## config.mk

```make
export PLATFORM = sky130hd
export DESIGN_NAME = resistor_ladder_keypad_decoder_unit
export DESIGN_NICKNAME = d
export VERILOG_FILES = /design/src/rtl/rlkd_pkg.sv /design/src/rtl/resistor_ladder_keypad_decoder_unit.sv
export SDC_FILE = /design/constraint.sdc
export NUM_CORES = 1
export LEC_CHECK = 0
export ABC_AREA = 1
export BUFFER_PORTS_ARGS = -buffer_cell sky130_fd_sc_hd__clkbuf_2
export CORE_UTILIZATION = 35
export CTS_BUF_LIST = sky130_fd_sc_hd__clkbuf_8
export DETAILED_ROUTE_END_ITERATION = 10
export RECOVER_POWER = 100
export SYNTH_ARGS = -nofsm -noshare
export SYNTH_HDL_FRONTEND = slang
export SYNTH_SLANG_ARGS = --single-unit
export TNS_END_PERCENT = 30
```

## constraint.sdc

```tcl
create_clock -name clk -period 5 [get_ports clk]
set_input_delay 0.75 -clock clk [delete_from_list [all_inputs] [get_ports clk]]
set_output_delay 0.75 -clock clk [all_outputs]
set_load 0.005 [all_outputs]
```

## src/rtl/rlkd_pkg.sv

```systemverilog
`timescale 1ns / 1ps
// ----------------------------------------------------------------------------
// rlkd_pkg: shared definitions for the resistor ladder keypad decoder
// Command codes, key phase codes, field widths and the key code map.
// ----------------------------------------------------------------------------
package rlkd_pkg;

	// Table size and ADC resolution
	localparam int MAX_KEYS    = 16;
	localparam int SAMPLE_BITS = 12;
	localparam int KIDX_W      = (MAX_KEYS > 1) ? $clog2(MAX_KEYS) : 1;

	// Field widths
	localparam int CMD_W   = 2;
	localparam int EIDX_W  = 4;
	localparam int KCNT_W  = 5;
	localparam int CODE_W  = 8;
	localparam int PHASE_W = 3;
	localparam int TICK_W  = 8;

	// APB port
	localparam int APB_AW = 5;
	localparam int APB_DW = 32;

	// Register indexes
	localparam logic [2:0] REG_KEY_COUNT  = 3'd0;
	localparam logic [2:0] REG_TOLERANCE  = 3'd1;
	localparam logic [2:0] REG_DEBOUNCE   = 3'd2;
	localparam logic [2:0] REG_LONG_EN    = 3'd3;
	localparam logic [2:0] REG_LONG_TICKS = 3'd4;

	// Register reset values
	localparam logic [KCNT_W-1:0]      KEY_COUNT_RST  = 5'd16;
	localparam logic [SAMPLE_BITS-1:0] TOLERANCE_RST  = SAMPLE_BITS'(20);
	localparam logic [TICK_W-1:0]      DEBOUNCE_RST   = 8'd4;
	localparam logic [TICK_W-1:0]      LONG_TICKS_RST = 8'd100;

	// Command codes
	localparam logic [CMD_W-1:0] CMD_SCAN  = 2'd0;
	localparam logic [CMD_W-1:0] CMD_READ  = 2'd1;
	localparam logic [CMD_W-1:0] CMD_WRITE = 2'd2;

	// Key phase
	typedef enum logic [PHASE_W-1:0] {
		PH_IDLE     = 3'd0,
		PH_DEBOUNCE = 3'd1,
		PH_HELD     = 3'd2,
		PH_RELEASED = 3'd3,
		PH_READ     = 3'd4
	} phase_t;

	// Characters
	localparam logic [CODE_W-1:0] CHAR_ZERO  = 8'h30;
	localparam logic [CODE_W-1:0] CHAR_STAR  = 8'h2A;
	localparam logic [CODE_W-1:0] CHAR_HASH  = 8'h23;
	localparam logic [CODE_W-1:0] CHAR_AT    = 8'h40;
	localparam logic [CODE_W-1:0] CHAR_EQ    = 8'h3D;
	localparam logic [CODE_W-1:0] CHAR_GT    = 8'h3E;
	localparam logic [CODE_W-1:0] CHAR_LT    = 8'h3C;
	localparam logic [CODE_W-1:0] LONG_BIT   = 8'h80;
	localparam logic [TICK_W-1:0] TICK_MAX   = 8'hFF;

	// Table index to ASCII key code
	function automatic logic [CODE_W-1:0] code_for(input logic [3:0] idx);
		logic [CODE_W-1:0] c;
		unique case (idx)
			4'd10:   c = CHAR_STAR;
			4'd11:   c = CHAR_HASH;
			4'd12:   c = CHAR_AT;
			4'd13:   c = CHAR_EQ;
			4'd14:   c = CHAR_GT;
			4'd15:   c = CHAR_LT;
			default: c = CHAR_ZERO + {4'd0, idx};
		endcase
		return c;
	endfunction

endpackage

```

## src/rtl/resistor_ladder_keypad_decoder_unit.sv

```systemverilog
`timescale 1ns / 1ps
// ----------------------------------------------------------------------------
// resistor_ladder_keypad_decoder_unit: keypad decoder with debounce and hold
// Matches ADC samples against a table of key levels, then debounces, times
// and latches the key until it is read once.
// ----------------------------------------------------------------------------
// Read, write and samples at or below tolerance go from SQ_WAIT to SQ_DONE;
// a scan that searches passes through SQ_SEARCH, one table entry compared
// per cycle in the shared distance/compare unit, up to min(key_count,
// MAX_KEYS) entries. A new item is taken only in SQ_WAIT, once the last
// result is committed; the next may be taken while a result waits.
// Reset: async; sets config reset values, clears table levels and key phase.
module resistor_ladder_keypad_decoder_unit
	import rlkd_pkg::*;
(
	input  logic                   clk,
	input  logic                   arst_n,
	// input channel
	input  logic                   in_valid,
	output logic                   in_ready,
	input  logic [CMD_W-1:0]       command,
	input  logic [SAMPLE_BITS-1:0] sample,
	input  logic [EIDX_W-1:0]      entry_index,
	input  logic [SAMPLE_BITS-1:0] entry_value,
	// output channel
	output logic                   out_valid,
	input  logic                   out_ready,
	output logic [CODE_W-1:0]      key_code,
	output logic [PHASE_W-1:0]     machine_state,
	// APB configuration port
	input  logic                   psel,
	input  logic                   penable,
	input  logic                   pwrite,
	input  logic [APB_AW-1:0]      paddr,
	input  logic [APB_DW-1:0]      pwdata,
	output logic [APB_DW-1:0]      prdata,
	output logic                   pready
);

	typedef enum logic [1:0] {
		SQ_WAIT,
		SQ_SEARCH,
		SQ_DONE
	} seq_t;

	// Configuration registers
	logic [KCNT_W-1:0]      key_count_q;
	logic [SAMPLE_BITS-1:0] tolerance_q;
	logic [TICK_W-1:0]      debounce_ticks_q;
	logic                   long_en_q;
	logic [TICK_W-1:0]      long_ticks_q;

	// Sequencer and item registers
	seq_t                   seq_q;
	logic [CMD_W-1:0]       cmd_q;
	logic [SAMPLE_BITS-1:0] data_q;
	logic [EIDX_W-1:0]      eidx_q;
	logic [KCNT_W-1:0]      idx_q;
	logic [CODE_W-1:0]      match_q;

	// Keypad state
	logic [SAMPLE_BITS-1:0] key_levels_q [MAX_KEYS];
	phase_t                 phase_q;
	logic [CODE_W-1:0]      held_key_q;
	logic [TICK_W-1:0]      debounce_left_q;
	logic [TICK_W-1:0]      hold_ticks_q;

	// Output register
	logic                   out_valid_q;
	logic [CODE_W-1:0]      key_code_q;
	logic [PHASE_W-1:0]     machine_state_q;

	logic                   in_xfer;
	logic                   cfg_wr;
	logic [2:0]             reg_idx;
	logic [KCNT_W-1:0]      n_lim;
	logic [SAMPLE_BITS-1:0] lvl;
	logic [SAMPLE_BITS-1:0] delta;
	logic                   hit;
	logic                   commit;

	assign in_ready      = (seq_q == SQ_WAIT);
	assign in_xfer       = in_valid && in_ready;
	assign out_valid     = out_valid_q;
	assign key_code      = key_code_q;
	assign machine_state = machine_state_q;
	assign pready        = 1'b1;
	assign cfg_wr        = psel && penable && pwrite && pready;
	assign reg_idx       = paddr[4:2];
	assign commit        = (seq_q == SQ_DONE) && (!out_valid_q || out_ready);

	// Register read-back
	always_comb begin
		prdata = '0;
		case (reg_idx)
			REG_KEY_COUNT:  prdata = APB_DW'(key_count_q);
			REG_TOLERANCE:  prdata = APB_DW'(tolerance_q);
			REG_DEBOUNCE:   prdata = APB_DW'(debounce_ticks_q);
			REG_LONG_EN:    prdata = APB_DW'(long_en_q);
			REG_LONG_TICKS: prdata = APB_DW'(long_ticks_q);
			default:        prdata = '0;
		endcase
	end

	// Register writes
	always_ff @(posedge clk or negedge arst_n) begin
		if (!arst_n) begin
			key_count_q      <= KEY_COUNT_RST;
			tolerance_q      <= TOLERANCE_RST;
			debounce_ticks_q <= DEBOUNCE_RST;
			long_en_q        <= 1'b0;
			long_ticks_q     <= LONG_TICKS_RST;
		end else if (cfg_wr) begin
			case (reg_idx)
				REG_KEY_COUNT:  key_count_q      <= pwdata[KCNT_W-1:0];
				REG_TOLERANCE:  tolerance_q      <= pwdata[SAMPLE_BITS-1:0];
				REG_DEBOUNCE:   debounce_ticks_q <= pwdata[TICK_W-1:0];
				REG_LONG_EN:    long_en_q        <= pwdata[0];
				REG_LONG_TICKS: long_ticks_q     <= pwdata[TICK_W-1:0];
				default:        ;
			endcase
		end
	end

	// Shared distance/compare unit: one table entry per cycle
	always_comb begin
		n_lim = (key_count_q > KCNT_W'(MAX_KEYS)) ? KCNT_W'(MAX_KEYS) : key_count_q;
		lvl   = key_levels_q[idx_q[KIDX_W-1:0]];
		delta = (data_q >= lvl) ? (data_q - lvl) : (lvl - data_q);
		hit   = (delta <= tolerance_q);
	end

	// Sequencer, keypad state machine and output register
	always_ff @(posedge clk or negedge arst_n) begin
		if (!arst_n) begin
			seq_q           <= SQ_WAIT;
			phase_q         <= PH_IDLE;
			held_key_q      <= '0;
			debounce_left_q <= '0;
			hold_ticks_q    <= '0;
			out_valid_q     <= 1'b0;
			cmd_q           <= CMD_SCAN;
			idx_q           <= '0;
			match_q         <= '0;
			for (int i = 0; i < MAX_KEYS; i++) begin
				key_levels_q[i] <= '0;
			end
		end else begin
			// result taken and nothing new to hand over
			if (out_valid_q && out_ready && !commit) begin
				out_valid_q <= 1'b0;
			end
			unique case (seq_q)
				SQ_WAIT: begin
					if (in_xfer) begin
						cmd_q   <= command;
						data_q  <= (command == CMD_WRITE) ? entry_value : sample;
						eidx_q  <= entry_index;
						idx_q   <= '0;
						match_q <= '0;
						// only a scan above tolerance walks the table
						if (command == CMD_SCAN && sample > tolerance_q) begin
							seq_q <= SQ_SEARCH;
						end else begin
							seq_q <= SQ_DONE;
						end
					end
				end
				SQ_SEARCH: begin
					if (idx_q >= n_lim) begin
						seq_q <= SQ_DONE;
					end else if (hit) begin
						match_q <= code_for(idx_q[3:0]);
						seq_q   <= SQ_DONE;
					end else begin
						idx_q <= idx_q + 1'b1;
					end
				end
				SQ_DONE: begin
					if (commit) begin
						phase_t nph;
						logic [CODE_W-1:0] code;
						nph  = phase_q;
						code = '0;
						case (cmd_q)
							CMD_SCAN: begin
								unique case (phase_q)
									PH_IDLE: begin
										if (match_q != '0) begin
											held_key_q      <= match_q;
											debounce_left_q <= debounce_ticks_q;
											hold_ticks_q    <= '0;
											nph             = PH_DEBOUNCE;
										end
									end
									PH_DEBOUNCE: begin
										if (match_q == held_key_q) begin
											if (debounce_left_q != '0) begin
												debounce_left_q <= debounce_left_q - 1'b1;
											end else begin
												hold_ticks_q <= '0;
												nph          = PH_HELD;
											end
										end else begin
											nph = PH_IDLE;
										end
									end
									PH_HELD: begin
										if (match_q != held_key_q) begin
											nph = PH_RELEASED;
										end else if (hold_ticks_q != TICK_MAX) begin
											hold_ticks_q <= hold_ticks_q + 1'b1;
										end
									end
									PH_RELEASED: ;
									default: nph = PH_IDLE;
								endcase
							end
							CMD_READ: begin
								if (phase_q == PH_RELEASED) begin
									nph  = PH_READ;
									code = held_key_q;
									if (long_en_q && hold_ticks_q > long_ticks_q) begin
										code = code | LONG_BIT;
									end
								end
							end
							CMD_WRITE: begin
								if ({1'b0, eidx_q} < (EIDX_W + 1)'(MAX_KEYS)) begin
									key_levels_q[eidx_q[KIDX_W-1:0]] <= data_q;
								end
							end
							default: ;
						endcase
						phase_q         <= nph;
						key_code_q      <= code;
						machine_state_q <= nph;
						out_valid_q     <= 1'b1;
						seq_q           <= SQ_WAIT;
					end
				end
				default: seq_q <= SQ_WAIT;
			endcase
		end
	end

endmodule

```

==> impl_metrics.toml, run 1 <==
[finish]
final_cell_count_no_fill = 2713
area_growth_syn_to_layout_pct = 11.6
layout_commonest_cell = "nand2_1"
layout_common_cells = "514 x nand2_1, 355 x o21ai_0, 260 x dfrtp_1, 189 x nor2_1, 181 x inv_1"
postLayoutCellArea_um2 = 18000
postLayoutCoreUtil = 0.396
nets = 2224
drive_gt1_frac = 0.0990

[synth]
async_flop_share = 0.909
synth_edf_count = 27
syn_avg_cell_area_um2 = 8.06
synth_cell_types = 53
synth_ff_type = "dfrtp_1"
synth-seq-cells = 296
synth_area_um2 = 16200
ys_seq_area_frac = 0.467
postSynthCellCount = 2005
yosys_warnings = 0

[global_routing]
grt_pass1_vias = 13285
grt_use_total = 0.187
grt_pass1_wl_um = 70800
grt_max_degree = 122
antenna_found_initial = 1
overflow = 0

[drt]
wl_met2_um = 19800
route.detailed.drc = 0
routedWlPerCell_um = 16.3
dr_wl_met3_um = 2250
drt_iter0_drc = 1050
final_antenna_net_count = 0
routed_wirelength_um = 44100
vias_per_cell = 5.08
first_pass_iters = 5
num_vias = 13775
wl_met1_um = 21000
highest_layer = "met4"

[critical_path]
cp_top_family = "simple AND/OR/NAND/NOR gates"
worstPathArrival_ns = 5.16
end_kind = "flop"
cp-start-kind = "flop"
cp_slowest_cell = "dfrtp_2"
cpMostUsedCell = "nand2_1"
slowest_delay_ns = 0.42
crit_buf_inv = 7
worst-setup-path-type = "reg2reg"
path_max_fanout = 14
crit_required_ns = 5.47

[power_and_ir_drop]
power-per-cell-area_nw_per_um2 = 462
peakVddDrop_mv = 0.239
swShare = 0.371
power.total_uw = 8330
switchingPower_uw = 3090
comb_power_share = 0.331
p_leak_uw = 0.00873
internal_power_uw = 5240
pwr-share-seq = 0.413
clkPwrFrac = 0.256

[hold_path]
hp-class = "in2async"

[sta]
clock_skew_ns = 0.0242
fmax_ghz = 0.213
slew_headroom = -1.07
post-route-min-period_ns = 4.69
fin_crit_sh = 0.939
slew_viol_final = 206
setup_viol = 0
worstMarginPinSlew_ns = 3.10
timing.hold.ws_ns = 0.125
hold_viol = 0

[clock_network]
htree_num_levels = 2
cts-hold-fix-buffers = 0
cts_buffers = 52
cts.sinks = 296
cts_tree = "done"
cts_max_path_buffers = 3
path_clk_slew_ns = 0.07
cts-root-buf = "clkbuf_8"
clk_latency_ns = 0.60

[place]
dpl.cell_count = 2619
gp_routability_congestion = 0.887
place_hpwl_um = 29800
dpl-instance-area_um2 = 17100
portBuffers = 76

[die]
fp.coreArea_um2 = 45500
initial_utilization = 0.355
chipHeight_um = 217
pin_count = 120
die_area_um2 = 47000
dieWidth_um = 217
core.rowCount = 78

[run]
cap_violations = 3

[outcome]
status = "finished, violations left"
violations = "max-capacitance violations, max-slew violations"
[path summary, 6_finish.rpt]
check / start / end / slack, ns / depth (start not counted)
hold / removal: arst_n / key_levels_q[47] / 0.13 / 1
hold reg to reg: key_levels_q[81] / key_levels_q[81] / 0.48 / 2
setup / recovery: idx_q[0] / match_q[5] / 0.31 / 28
max in group asynchronous: arst_n / debounce_ticks_q[6] / 1.39 / 2
min in group clk: entry_index[0] / eidx_q[0] / 0.34 / 1
setup reg to reg: idx_q[0] / match_q[5] / 0.31 / 28
[flip-flops by register name, indices dropped and copies added (netlist names), 7 cells and up]
name	cells
key_levels_q	192
data_q	12
tolerance_q	12
debounce_left_q	8
debounce_ticks_q	8
hold_ticks_q	8
key_code	8
long_ticks_q	8
held_key_q	7
match_q	7
[cell type report]
type / count / area [um2]
fillers: 4721 / 27500
flip-flops and latches: 296 / 7550
multi-input cells: 1440 / 7280
clock buffers: 60 / 826
repair buffers: 117 / 816
well taps: 600 / 751
inverters: 175 / 663
clock inverters: 24 / 135
diodes: 1 / 2.50
[what timing repair did]
item | 4_1_cts | 5_1_grt
buffers inserted | 0 | 5
endpoints found under the hold margin | 0 | 0
gates resized for setup | 0 | 28
endpoints found under the setup margin | 0 | 14
[cells by family after synthesis]
group | after synthesis | share of synthesized area
AO/OA/AOI/OAI | 496 | 0.172
XOR/XNOR | 22 | 0.0119
other | 2 | 0.000465
multiplexers | 12 | 0.00829
buffers and inverters | 288 | 0.0774
AND/OR/NAND/NOR | 821 | 0.209
adder cells (fa/ha/maj) | 68 | 0.0536
flip-flops | 296 | 0.467
[synth_stat cells (9+ instances only)]
library cell	instances	area (um2)
o21ai_0	299	1500
o211ai_1	9	67.6
xor2_1	17	149
o221ai_1	19	166
clkbuf_1	57	214
o22ai_1	32	200
nor3_1	12	60.1
nand4_1	12	75.1
a21oi_1	46	230
nor2_1	188	706
nand3_1	69	345
ha_1	66	826
edfxtp_1	27	811
dfrtp_1	262	6560
inv_1	171	642
nand2_1	509	1910
o21ai_2	24	210
buf_2	23	115
o21ai_1	43	215
buf_4	21	158
mux2_2	11	124
[per-stage QoR]
step           TNS (ns)  worst slack [ns]
6_report              0             0.307
5_1_grt         -0.0361           -0.0115
4_1_cts               0             0.230
3_5_place_dp          0             0.260
3_3_place_gp          0             0.342
2_1_floorplan         0             0.898
[routing by layer]
metal  track usage  vias to the layer above
met5             0                        -
met1         0.262                     6579
met2         0.291                      383
met3        0.0305                       74
met4        0.0667                        0
li1              -                     6739
[power by group through the flow]
stage                     registers, uW  logic [uW]  clock network, uW
after floorplan                    3370        2030                  0
after global placement             3450        2670                  0
after detailed placement           3470        2730                  0
after CTS                          3440        2740               2190
after global routing               3520        3190               2290
final                              3440        2750               2130
Note: power is estimated with default switching activity, not from simulation.
==> run 2: changes to the inputs <==
- CORE_UTILIZATION: 35 -> 45
==> impl_metrics.toml, run 2 (synthesis results as in run 1) <==
[critical_path]
critical_path_depth = 26
cp_top_family = "simple AND/OR/NAND/NOR gates"
path_max_fanout = 43
crit_buf_inv = 6
cpMostUsedCell = "nand2_1"
end_kind = "flop"
regToRegSetupSlack_ns = 0.36
ff2ff_path_depth = 26
timing.rr.end = "idx_q[2]"
slowest_delay_ns = 0.46
cp-start-kind = "flop"
rr_startpoint = "idx_q[0]"
cp_slowest_cell = "dfrtp_2"
cp-startpoint = "idx_q[0]"
crit_required_ns = 5.48
worstPathArrival_ns = 5.12
critPathCapture = "idx_q[2]"
worst-setup-path-type = "reg2reg"

[clock_network]
path_clk_slew_ns = 0.06
cts-root-buf = "clkbuf_8"
cts_max_path_buffers = 3
cts.sinks = 296
htree_num_levels = 2
cts_tree = "done"
clk_latency_ns = 0.64
cts_buffers = 50
cts-hold-fix-buffers = 0

[finish]
antenna_cells = 0
layout_commonest_cell = "nand2_1"
nets = 2214
area_growth_syn_to_layout_pct = 10.3
regMostFlops = "key_levels_q"
postLayoutCellArea_um2 = 17800
largest_register_ffs = 192
layout_common_cells = "516 x nand2_1, 351 x o21ai_0, 261 x dfrtp_1, 191 x inv_1, 190 x nor2_1"
drive_gt1_frac = 0.0941
final_cell_count_no_fill = 2575
top_regs = "key_levels_q: 192 flops, data_q: 12 flops, tolerance_q: 12 flops"
fillers = 3561

[power_and_ir_drop]
power-per-cell-area_nw_per_um2 = 469
p_leak_uw = 0.00873
peakVddDrop_mv = 0.227
pwr-share-seq = 0.412
internal_power_uw = 5270
swShare = 0.370
clkPwrFrac = 0.266
switchingPower_uw = 3090
power.total_uw = 8360
comb_power_share = 0.322

[sta]
setup_viol = 0
slew_headroom = -0.788
timing.hold.ws_ns = 0.306
fin_crit_sh = 0.927
setup_tns_ns = 0
post-route-min-period_ns = 4.64
worstMarginPinSlew_ns = 2.68
rsz0062_at_grt = "false"
slew_viol_final = 170
hold_viol = 0
clock_skew_ns = 0.0215
fmax_ghz = 0.216

[die]
pin_count = 120
core.rowCount = 69
fp.coreArea_um2 = 35500
chipHeight_um = 191
dieWidth_um = 191
die_area_um2 = 36700
initial_utilization = 0.455

[run]
cap_violations = 2

[place]
place_hpwl_um = 28900
dpl-instance-area_um2 = 16900
portBuffers = 76
dpl.cell_count = 2479
gp_routability_congestion = 0.922

[drt]
num_vias = 13656
final_antenna_net_count = 0
drt_iter0_drc = 1073
first_pass_iters = 6
routedWlPerCell_um = 16.8
routed_wirelength_um = 43200
route.detailed.drc = 0
vias_per_cell = 5.30

[outcome]
violations = "max-capacitance violations, max-slew violations"
status = "finished, violations left"

[hold_path]
hp-start = "entry_index[2]"
hp-class = "in2reg"

[global_routing]
antenna_found_initial = 0
grt_max_degree = 106
grt_pass1_vias = 12940
overflow = 0
grt_use_total = 0.243
grt_pass1_wl_um = 69500
-- run 2: final cells by class --
class	instances	area (um2)	share of cell area
tap	461	577	0.0324
sequential	296	7550	0.424
clock buffer	67	922	0.0518
inverter	175	661	0.0371
timing repair buffer	109	684	0.0384
multi-input combinational	1440	7290	0.409
clock inverter	27	129	0.00723
-- run 2: how the worst min path moves through the flow --
| stage | cells past startpoint | slack [ns] | to |
|---|---|---|---|
| 6_report | 1 | 0.31 | eidx_q[2] |
| 5_1_grt | 1 | 0.28 | eidx_q[3] |
| 4_1_cts | 1 | 0.20 | key_levels_q[190] |
| 2_1_floorplan | 0 | 0.45 | cmd_q[0] |
| 3_5_place_dp | 2 | 0.46 | key_levels_q[111] |
| 3_3_place_gp | 2 | 0.46 | key_levels_q[108] |
-- run 2: metal layers --
metal  GRT usage  wire [um]  vias to the layer above
met5           0          0                        -
met3      0.0343       2360                       53
met4      0.0647        618                        0
met1       0.351      20700                     6517
li1            -          -                     6734
met2       0.380      19500                      352
-- run 2: timing repair --
item | CTS | global route
buffers inserted | 0 | 1
setup endpoints to repair | 0 | 12
gates resized for setup | 0 | 24
-- run 2: worst register-to-register path, cell delays in order, from the launching register on --
cell	delay [ns]
dfrtp_2	0.46
buf_4	0.18
clkbuf_16	0.23
nor2_1	0.15
o22ai_1	0.09
o211ai_1	0.44
nand3_2	0.18
ha_4	0.33
inv_1	0.08
o21ai_2	0.18
inv_1	0.10
nand2_1	0.08
nand2_1	0.05
nand3b_1	0.17
buf_6	0.18
nand2_1	0.06
nand2_1	0.06
inv_1	0.04
ha_1	0.28
nand2_1	0.07
nor2_1	0.16
and2_1	0.19
nand2_1	0.06
nand3_1	0.16
nand3_1	0.18
nand2_1	0.22
o22ai_1	0.10
-- run 2: through the flow --
step	utilization	setup slack [ns]
floorplan	-	0.898
global placement	0.476	0.332
detailed placement	0.476	0.277
CTS	0.506	0.254
global route	0.502	0.00386
finish	0.502	0.364
-- run 2: power by group through the flow --
stage / Clock [uW] / Sequential (uW) / Combinational, uW
floorplan: 0 / 3370 / 2030
global placement: 0 / 3450 / 2650
detailed placement: 0 / 3470 / 2720
CTS: 2270 / 3440 / 2730
global route: 2370 / 3520 / 3130
finish: 2230 / 3440 / 2690
